--- config.mk ---
export PLATFORM = sky130hd
export DESIGN_NAME = telnet_com_port_option_decoder_unit
export DESIGN_NICKNAME = d
export VERILOG_FILES = /design/src/design/tcpd_pkg.sv /design/src/design/tcpd_core.sv /design/src/design/telnet_com_port_option_decoder_unit.sv
export SDC_FILE = /design/constraint.sdc
export NUM_CORES = 1
export LEC_CHECK = 0
export BUFFER_PORTS_ARGS = -buffer_cell sky130_fd_sc_hd__buf_4
export CORE_ASPECT_RATIO = 0.5
export CORE_MARGIN = 2
export CORE_UTILIZATION = 35
export CTS_CLUSTER_SIZE = 30
export DETAILED_ROUTE_END_ITERATION = 16
export PLACE_DENSITY_LB_ADDON = 0.05
export SLEW_MARGIN = 10
export SYNTH_ARGS = -nofsm -noshare
export SYNTH_HDL_FRONTEND = slang
export SYNTH_SLANG_ARGS = --single-unit
--- constraint.sdc ---
create_clock -name clk -period 2.15 [get_ports clk]
set_input_delay 0.43 -clock clk [delete_from_list [all_inputs] [get_ports clk]]
set_output_delay 0.43 -clock clk [all_outputs]
set_load 0.01 [all_outputs]
--- src/design/tcpd_pkg.sv ---
// Package: telnet command codes, COM-port option codes and the decoder result type.
`timescale 1ns / 1ps
`default_nettype none
package tcpd_pkg;

    localparam logic [7:0] IAC      = 8'd255;
    localparam logic [7:0] WILL     = 8'd251;
    localparam logic [7:0] SB       = 8'd250;
    localparam logic [7:0] SE       = 8'd240;
    localparam logic [7:0] CPO      = 8'd44;
    localparam logic [7:0] SETPAR   = 8'd3;
    localparam logic [7:0] SETCTL   = 8'd5;
    localparam logic [7:0] PAR_VAL_NONE = 8'd1;
    localparam logic [7:0] PAR_VAL_ODD  = 8'd2;
    localparam logic [7:0] PAR_VAL_EVEN = 8'd3;
    localparam logic [7:0] DTR_ON   = 8'd8;
    localparam logic [7:0] DTR_OFF  = 8'd9;
    localparam logic [7:0] RTS_ON   = 8'd11;
    localparam logic [7:0] RTS_OFF  = 8'd12;

    localparam logic [1:0] PARITY_NONE = 2'd0;
    localparam logic [1:0] PARITY_ODD  = 2'd1;
    localparam logic [1:0] PARITY_EVEN = 2'd2;

    localparam logic [3:0] WORD_BITS_PLAIN  = 4'd8;
    localparam logic [3:0] WORD_BITS_PARITY = 4'd9;

    typedef struct packed {
        logic       send_valid;
        logic [7:0] send_byte;
        logic [1:0] parity_mode;
        logic       dtr_level;
        logic       rts_level;
    } tcpd_result_t;

endpackage
`default_nettype wire

--- src/design/tcpd_core.sv ---
// Decode phase machine and line settings; gives the result for the byte being stepped.
`timescale 1ns / 1ps
`default_nettype none
module tcpd_core (
    input  wire logic                  clk,
    input  wire logic                  rst_n,
    input  wire logic                  step,
    input  wire logic [7:0]            data,
    output tcpd_pkg::tcpd_result_t     result
);
    import tcpd_pkg::*;

    typedef enum logic [3:0] {
        PH_DATA    = 4'd0,
        PH_IAC     = 4'd1,
        PH_OPT     = 4'd2,
        PH_SB      = 4'd3,
        PH_SB_CPO  = 4'd4,
        PH_SKIP    = 4'd5,
        PH_SB_IAC  = 4'd6,
        PH_PAR     = 4'd7,
        PH_CTL     = 4'd8
    } phase_t;

    phase_t     phase_reg, phase_next;
    logic [1:0] parity_reg, parity_next;
    logic       dtr_reg, dtr_next;
    logic       rts_reg, rts_next;
    logic       send;
    logic [7:0] sbyte;

    always_comb
    begin
        phase_next  = phase_reg;
        parity_next = parity_reg;
        dtr_next    = dtr_reg;
        rts_next    = rts_reg;
        send        = 1'b0;
        sbyte       = 8'd0;
        unique case (phase_reg)
            PH_IAC:
            begin
                if (data == IAC)
                begin
                    send       = 1'b1;
                    sbyte      = data;
                    phase_next = PH_DATA;
                end
                else if (data == SB)
                    phase_next = PH_SB;
                else if (data >= WILL)
                    phase_next = PH_OPT;
                else
                    phase_next = PH_DATA;
            end
            PH_OPT:
                phase_next = PH_DATA;
            PH_SB:
                phase_next = (data == CPO) ? PH_SB_CPO : PH_SKIP;
            PH_SB_CPO:
            begin
                if (data == SETPAR)
                    phase_next = PH_PAR;
                else if (data == SETCTL)
                    phase_next = PH_CTL;
                else
                    phase_next = PH_SKIP;
            end
            PH_SKIP:
            begin
                if (data == IAC)
                    phase_next = PH_SB_IAC;
            end
            PH_SB_IAC:
            begin
                if (data == SE)
                    phase_next = PH_DATA;
                else if (data == SB)
                    phase_next = PH_SB;
                else if (data != IAC)
                    phase_next = PH_SKIP;
            end
            PH_PAR:
            begin
                phase_next = PH_SKIP;
                if (data == PAR_VAL_NONE)
                    parity_next = PARITY_NONE;
                else if (data == PAR_VAL_ODD)
                    parity_next = PARITY_ODD;
                else if (data == PAR_VAL_EVEN)
                    parity_next = PARITY_EVEN;
            end
            PH_CTL:
            begin
                phase_next = PH_SKIP;
                if (data == DTR_ON)
                    dtr_next = 1'b0;
                else if (data == DTR_OFF)
                    dtr_next = 1'b1;
                else if (data == RTS_ON)
                    rts_next = 1'b0;
                else if (data == RTS_OFF)
                    rts_next = 1'b1;
            end
            default:
            begin
                if (data == IAC)
                    phase_next = PH_IAC;
                else
                begin
                    phase_next = PH_DATA;
                    send       = 1'b1;
                    sbyte      = data;
                end
            end
        endcase
    end

    always_ff @(posedge clk or negedge rst_n)
    begin
        if (!rst_n)
        begin
            phase_reg  <= PH_DATA;
            parity_reg <= PARITY_NONE;
            dtr_reg    <= 1'b1;
            rts_reg    <= 1'b0;
        end
        else if (step)
        begin
            phase_reg  <= phase_next;
            parity_reg <= parity_next;
            dtr_reg    <= dtr_next;
            rts_reg    <= rts_next;
        end
    end

    assign result.send_valid  = send;
    assign result.send_byte   = sbyte;
    assign result.parity_mode = parity_next;
    assign result.dtr_level   = dtr_next;
    assign result.rts_level   = rts_next;

endmodule
`default_nettype wire

--- src/design/telnet_com_port_option_decoder_unit.sv ---
// Top level: host telnet stream decoder with input and result registers.
// Takes one byte of the host-to-serial telnet stream per transfer and returns one result per
// byte: an optional byte for the UART transmitter and the line settings (parity, word length,
// active-low DTR and RTS) after that byte. A byte passes through an input register, is decoded
// by the phase machine and lands in the result register, and one byte is taken every cycle
// while results are taken, since the phase machine steps once per byte.
// After reset: plain data phase, no parity, 8-bit words, DTR high, RTS low.
`timescale 1ns / 1ps
`default_nettype none
module telnet_com_port_option_decoder_unit (
    input  wire logic       clk,
    input  wire logic       rst_n,
    input  wire logic       in_valid,
    output wire logic       in_ready,
    input  wire logic [7:0] in_byte,
    output wire logic       out_valid,
    input  wire logic       out_ready,
    output wire logic       send_valid,
    output wire logic [7:0] send_byte,
    output wire logic [1:0] parity_mode,
    output wire logic [3:0] word_bits,
    output wire logic       dtr_level,
    output wire logic       rts_level
);
    import tcpd_pkg::*;

    logic         in_valid_reg;
    logic [7:0]   in_byte_reg;
    logic         res_valid_reg;
    tcpd_result_t res_reg;
    tcpd_result_t res_next;
    logic         advance;

    assign advance  = in_valid_reg && (!res_valid_reg || out_ready);
    assign in_ready = !in_valid_reg || advance;

    tcpd_core u_core (
        .clk    (clk),
        .rst_n  (rst_n),
        .step   (advance),
        .data   (in_byte_reg),
        .result (res_next)
    );

    always_ff @(posedge clk or negedge rst_n)
    begin
        if (!rst_n)
        begin
            in_valid_reg  <= 1'b0;
            res_valid_reg <= 1'b0;
        end
        else
        begin
            if (in_ready)
                in_valid_reg <= in_valid;
            if (advance)
                res_valid_reg <= 1'b1;
            else if (out_ready)
                res_valid_reg <= 1'b0;
        end
    end

    always_ff @(posedge clk)
    begin
        if (in_valid && in_ready)
            in_byte_reg <= in_byte;
        if (advance)
            res_reg <= res_next;
    end

    assign out_valid   = res_valid_reg;
    assign send_valid  = res_reg.send_valid;
    assign send_byte   = res_reg.send_byte;
    assign parity_mode = res_reg.parity_mode;
    assign word_bits   = (res_reg.parity_mode != PARITY_NONE) ? WORD_BITS_PARITY
                                                              : WORD_BITS_PLAIN;
    assign dtr_level   = res_reg.dtr_level;
    assign rts_level   = res_reg.rts_level;

`ifndef NO_ASSERTIONS
    // both stages full and result stalled: no new transfer
    a_stall_blocks_input: assert property (@(posedge clk) disable iff (!rst_n)
        (in_valid_reg && res_valid_reg && !out_ready) |-> !in_ready)
        else $error("input taken while pipeline stalled");

    // a stalled result keeps its settings
    a_result_held: assert property (@(posedge clk) disable iff (!rst_n)
        (out_valid && !out_ready) |=> (out_valid && $stable(res_reg)))
        else $error("stalled result changed");

    a_quiet_byte_zero: assert property (@(posedge clk) disable iff (!rst_n)
        (out_valid && !send_valid) |-> (send_byte == 8'd0))
        else $error("non-zero byte without send");

    a_parity_code: assert property (@(posedge clk) disable iff (!rst_n)
        out_valid |-> (parity_mode == PARITY_NONE || parity_mode == PARITY_ODD
                       || parity_mode == PARITY_EVEN))
        else $error("illegal parity code");
`endif

endmodule
`default_nettype wire

Word level (Yosys, flattened, before mapping)
Index checks and enable logic that the tools add are counted.
- add/sub/neg operators: 0
- multiply operators: 0
- divide/modulo/power cells: 0
- magnitude comparators: 1
- equal/unequal tests: 23
- shift-type cells: 0
- mux-type cells: 33
- bitwise operators: 0
- reductions and logical operators: 11
- operator list (kind ; number):
    equality test 8 x 4 -> 1 bit (second input constant) ; 4
    2-to-1 mux 4 bit ; 8
    one-hot mux 4 bit (7 select lines) ; 1
    equality test 8 bit (second input constant) ; 3
    equality test 4 x 3 -> 1 bit (second input constant) ; 4
    equality test 8 x 2 -> 1 bit (second input constant) ; 2
    2-to-1 mux 8 bit ; 2
    one-hot mux 8 bit (2 select lines) ; 1
    2-to-1 mux 1 bit ; 15
    2-to-1 mux 2 bit ; 5
    equality test 4 x 2 -> 1 bit (second input constant) ; 2
    equality test 8 x 1 -> 1 bit (second input constant) ; 1
    equality test 8 x 3 -> 1 bit (second input constant) ; 1
    equality test 8 x 6 -> 1 bit (second input constant) ; 1
    >= comparator 8 bit (second input constant) ; 1
    inequality test 8 bit (second input constant) ; 1
    OR reduction 7 bit ; 1
    equality test 4 x 1 -> 1 bit (second input constant) ; 1
    equality test 4 bit (second input constant) ; 1
    inequality test 4 x 1 -> 1 bit (second input constant) ; 1
    nonzero test 2 bit ; 2
    AND reduction 3 bit ; 1
    logical AND 1 bit ; 2
    logical NOT 1 bit ; 2
    other kinds (4) ; 5
- flip-flop bits (word level): 31
- bits in latches: 0
- memory bits (writable): 0
- bits in read-only memories: 0
- logic and storage cells: 80
- memories: 0

Longest topological paths before layout
- depth after elaboration: 6
- mapped depth: 6
- depth with buffers taken out: 6

Modules after synthesis
From an unflattened synthesis, not the netlist that was laid out.
- cells, all modules: 153
- area, all modules: 1702.9 um^2
- modules (own cells, without submodules) (module ; instances ; cells an instance ; area each (um^2) ; seq. area each (um^2)):
    tcpd_core ; 1 ; 118 ; 932.1 ; 201.4
    telnet_com_port_option_decoder_unit ; 1 ; 35 ; 770.7 ; 680.7

Worst setup path before layout
OpenSTA, ideal clock, no wires.
- kind: reg2reg
- start point: reg u_core.phase_reg[0]
- end point: reg res_reg (netlist bit dtr_level) (data pin)
- setup time: 260 ps
- data arrival time: 1679 ps
- path slack: 212 ps
- cell stages (with the launch flop): 6
- path through: dfrtp_1 buf_4 or4b_4 nor4_4 nand2_1 mux2_2
- RTL lines (what ; RTL line ; source):
    start: declaration ; tcpd_core.sv:25 ; phase_t phase_reg, phase_next;
    start signal: assignment ; tcpd_core.sv:130 ; phase_reg <= phase_next;
    end signal: assignment ; telnet_com_port_option_decoder_unit.sv:68 ; res_reg <= res_next;
    end: declaration ; telnet_com_port_option_decoder_unit.sv:30 ; tcpd_result_t res_reg;

Final worst setup path
- start point: reg in_byte_reg[4]
- end point: reg u_core.phase_reg[0]
- longest elaborated chain between the ends: 4
- elaborated cells on any way between the ends: 19
- classes of those cells: eq/ne: 9; mux: 9; reduce/logical: 1
- ends and longest elaborated chain (what ; RTL line ; source):
    start: declaration ; telnet_com_port_option_decoder_unit.sv:28 ; logic [7:0] in_byte_reg;
    start signal: assignment ; telnet_com_port_option_decoder_unit.sv:66 ; in_byte_reg <= in_byte;
    equality test 8 bit or equality test 8 x 3 -> 1 bit (tied branches) ; tcpd_core.sv:49, tcpd_core.sv:78, tcpd_core.sv:64 ;
    2-to-1 mux 4 bit (on tied branches) ; tcpd_core.sv:78, tcpd_core.sv:64, tcpd_core.sv:49 ;
    2-to-1 mux 4 bit (on tied branches) ; tcpd_core.sv:76, tcpd_core.sv:62, tcpd_core.sv:43 ;
    one-hot mux 4 bit (7 select lines) ; tcpd_core.sv:40 ; unique case (phase_reg)
Several ways; a longest one is shown, not always the timed one.
A chain may end at the register's enable or synchronous reset.

==> summary.txt <==
Run status = complete, no violations
Fmax = 0.494 GHz
Via-to-Cell Ratio = 4.97
Static leakage = 0.000797 µW
Initial antenna violation count = 0
DR WL/cell = 14.7 µm
Core Area = 4380 µm²
Worst VDD drop = 321 µV
Final critical-path share of the clock period = 94.2%
Sequential share of power = 48.5%
Die H = 51.7 µm
Sw frac = 27.0%
Clock sinks = 31
CTS Buffer Depth = 2
Reg clk slew, reported paths = 0.07 ns
Commonest non-fill, non-tap cell in the layout = buf_4
Ant. Diodes = 0
Clock tree from TritonCTS = done
Top Ports = 31
Synth Area in XOR/XNOR = 1.10%
ANT nets after route = 0
Gr ovfl total = 0
Adder-cell share of the synthesized area = 0%
Flop2flop setup slack = 0.12 ns
Slowest stage delay, CP = 0.60 ns
Pwr Density = 779 nW/µm²
Number of setup violations in the final report = 0
CTS Buf Count = 5
Drt drc = 0
Layout Area Growth over Synthesis = 23.6%
CP delay by family, top = simple AND/OR/NAND/NOR gates
Worst-path maximum fanout = 4
Int Pwr = 1120 µW
Horiz. Die Dim = 99.4 µm
Final min period = 2.03 ns
PortBufs = 27
Post-Synth Simple-Gate Area = 22.4%
Hpwl dp = 2.47 mm
Number of H-tree levels = 2
Worst skew pair latency = 0.28 ns
Synthesized cell area = 1590 µm²
Mux cell area share after synthesis = 4.87%
Post-synthesis compound-gate area fraction = 10.3%
Critical Path AT = 2.19 ns
Setup CP Type = reg2reg
Synth Instances = 133
Setup TNS = 0 ns
CP Cell Sequence = or4b_4, o311a_1, o21bai_2, a41oi_1, mux2_2
DR vias = 1138
CTS Root Cell = clkbuf_8
Drt pass-1 iters = 4
Avg Inst Size Synth = 12.0 µm²
Overall routing resource usage = 14.2%
First-pass GRT wire length = 5.44 mm
Core Rows = 17
Setup Fix Bufs, Post-CTS = 0
Finished layout cell area = 1970 µm²
CP max stage cell = or4b_4
Gp weighted congestion = 0.828
Share of layout cells above drive strength 1 = 36.6%
Drt total wl = 3.36 mm
NetSw = 414 µW
Dpl cell area = 1880 µm²
Register area share after synthesis = 55.4%
Final nets = 183
Crit. End Element = flop
Iteration-0 DRC Markers = 32
Req. time, crit path = 2.31 ns
Largest net degree at the start of global routing = 16
Most frequent cells in the layout = 38 x buf_4, 21 x edfxtp_1, 9 x nand2_1, 9 x dfrtp_1
Largest family of logic cells by synthesized area = simple AND/OR/NAND/NOR gates
Slew Limit Fails = 0
Vias in the first global route = 1078
Max_slew headroom = 63.9%
Synth cell types = 46
Flop and latch count out of synthesis = 31
CP Buf/Inv Count = 0
RSZ-0062 raised after global routing = no
DIE AREA = 5140 µm²
Initial Utilization = 36.4%
Clock Power Share = 28.8%
Syn. warnings = 0
CP Launch Type = flop
Setup Skew = 0.00553 ns
Maxcap violations = 0
Min-Delay Path Class = in2reg
Comb power frac = 22.7%
Final Hold Viols = 0
Worst slew pin tran = 0.540 ns
metrics by stage:
| step | power, µW | std cells | setup WS, ns | utilization [%] | hold WS (ns) |
|---|---|---|---|---|---|
| global placement | 1110 | 220 | 0.170 | 42.8 | 0.274 |
| CTS | 1550 | 229 | 0.134 | 44.9 | 0.314 |
| finish | 1530 | 229 | 0.125 | 44.9 | 0.319 |
| floorplan | 962 | 134 | 0.212 | - | 0.134 |
| global route | 1610 | 229 | 0.0611 | 44.9 | 0.308 |
| detailed placement | 1110 | 220 | 0.146 | 42.8 | 0.278 |
worst paths after layout:
path,cells past startpoint,from,to
worst max register to register,5,in_byte_reg[4],u_core.phase_reg[0]
max in group asynchronous,2,rst_n,u_core.dtr_reg
min in group asynchronous,2,rst_n,u_core.parity_reg[0]
worst min-delay path,1,in_byte[0],in_byte_reg[0]
worst max-delay path,5,in_byte_reg[4],u_core.phase_reg[0]
worst min register to register,2,u_core.parity_reg[1],u_core.parity_reg[1]
timing repair:
action	4_1_cts	5_1_grt
resized for setup	0	0
endpoints found under the hold margin	9	0
hold buffers	1	0
layout make-up:
class	instances	area (µm²)
clock inverters	1	5.00
inverters	3	11.3
flip-flops and latches	31	882
multi-input cells	91	627
fillers	439	2410
clock buffers	7	76.3
well taps	57	71.3
repair buffers	39	295
logic make-up after synthesis:
group	after synthesis
DFF	31
AOI/OAI and AO/OA	24
other	2
xor gates and xnor gates	2
and+or+nand+nor	55
muxes	7
buffers and inverters	12
power groups by stage:
stage,Combinational [µW],Clock (µW),Sequential (µW)
4_1_cts,351,451,744
6_report,348,442,743
3_5_place_dp,350,0,756
5_1_grt,382,483,750
2_1_floorplan,184,0,778
3_3_place_gp,351,0,754
metal layers:
layer	vias up	part of all wire, %	track usage [%]
met5	-	0	0
met3	3	6.1	5.11
li1	565	-	-
met4	0	0.80	4.11
met1	541	54	21.1
met2	29	40	19.3
synthesized netlist by cell type, drive strengths merged:
| cell type | instances | area (µm²) |
|---|---|---|
| edfxtp | 21 | 631 |
| and2 | 9 | 57.6 |
| dfrtp | 9 | 225 |
| nand2 | 9 | 33.8 |
| nor2 | 8 | 30.0 |
| a21oi | 6 | 30.0 |
| buf | 6 | 45.0 |
| mux2 | 6 | 67.6 |
| o21ai | 6 | 30.0 |
| a41oi | 3 | 26.3 |
| and3 | 3 | 20.0 |
| clkbuf | 3 | 31.3 |
| inv | 3 | 11.3 |
| nand2b | 3 | 18.8 |
| nand3 | 3 | 15.0 |
| nor3 | 3 | 15.0 |
| nor4 | 3 | 33.8 |
| or2 | 3 | 18.8 |
| or4b | 3 | 41.3 |
| a31oi | 2 | 12.5 |
| conb | 2 | 7.51 |
| nand4 | 2 | 12.5 |
| o21bai | 2 | 18.8 |
| a211o | 1 | 8.76 |
| a41o | 1 | 11.3 |
| and4 | 1 | 8.76 |
| and4b | 1 | 11.3 |
| and4bb | 1 | 12.5 |
| dfstp | 1 | 26.3 |
| mux2i | 1 | 10.0 |
| nand3b | 1 | 7.51 |
| nand4bb | 1 | 11.3 |
| nor4b | 1 | 8.76 |
| o21a | 1 | 7.51 |
| o221ai | 1 | 8.76 |
| o311a | 1 | 10.0 |
| xnor2 | 1 | 8.76 |
| xor2 | 1 | 8.76 |
Note: power is estimated with default switching activity, not from simulation.
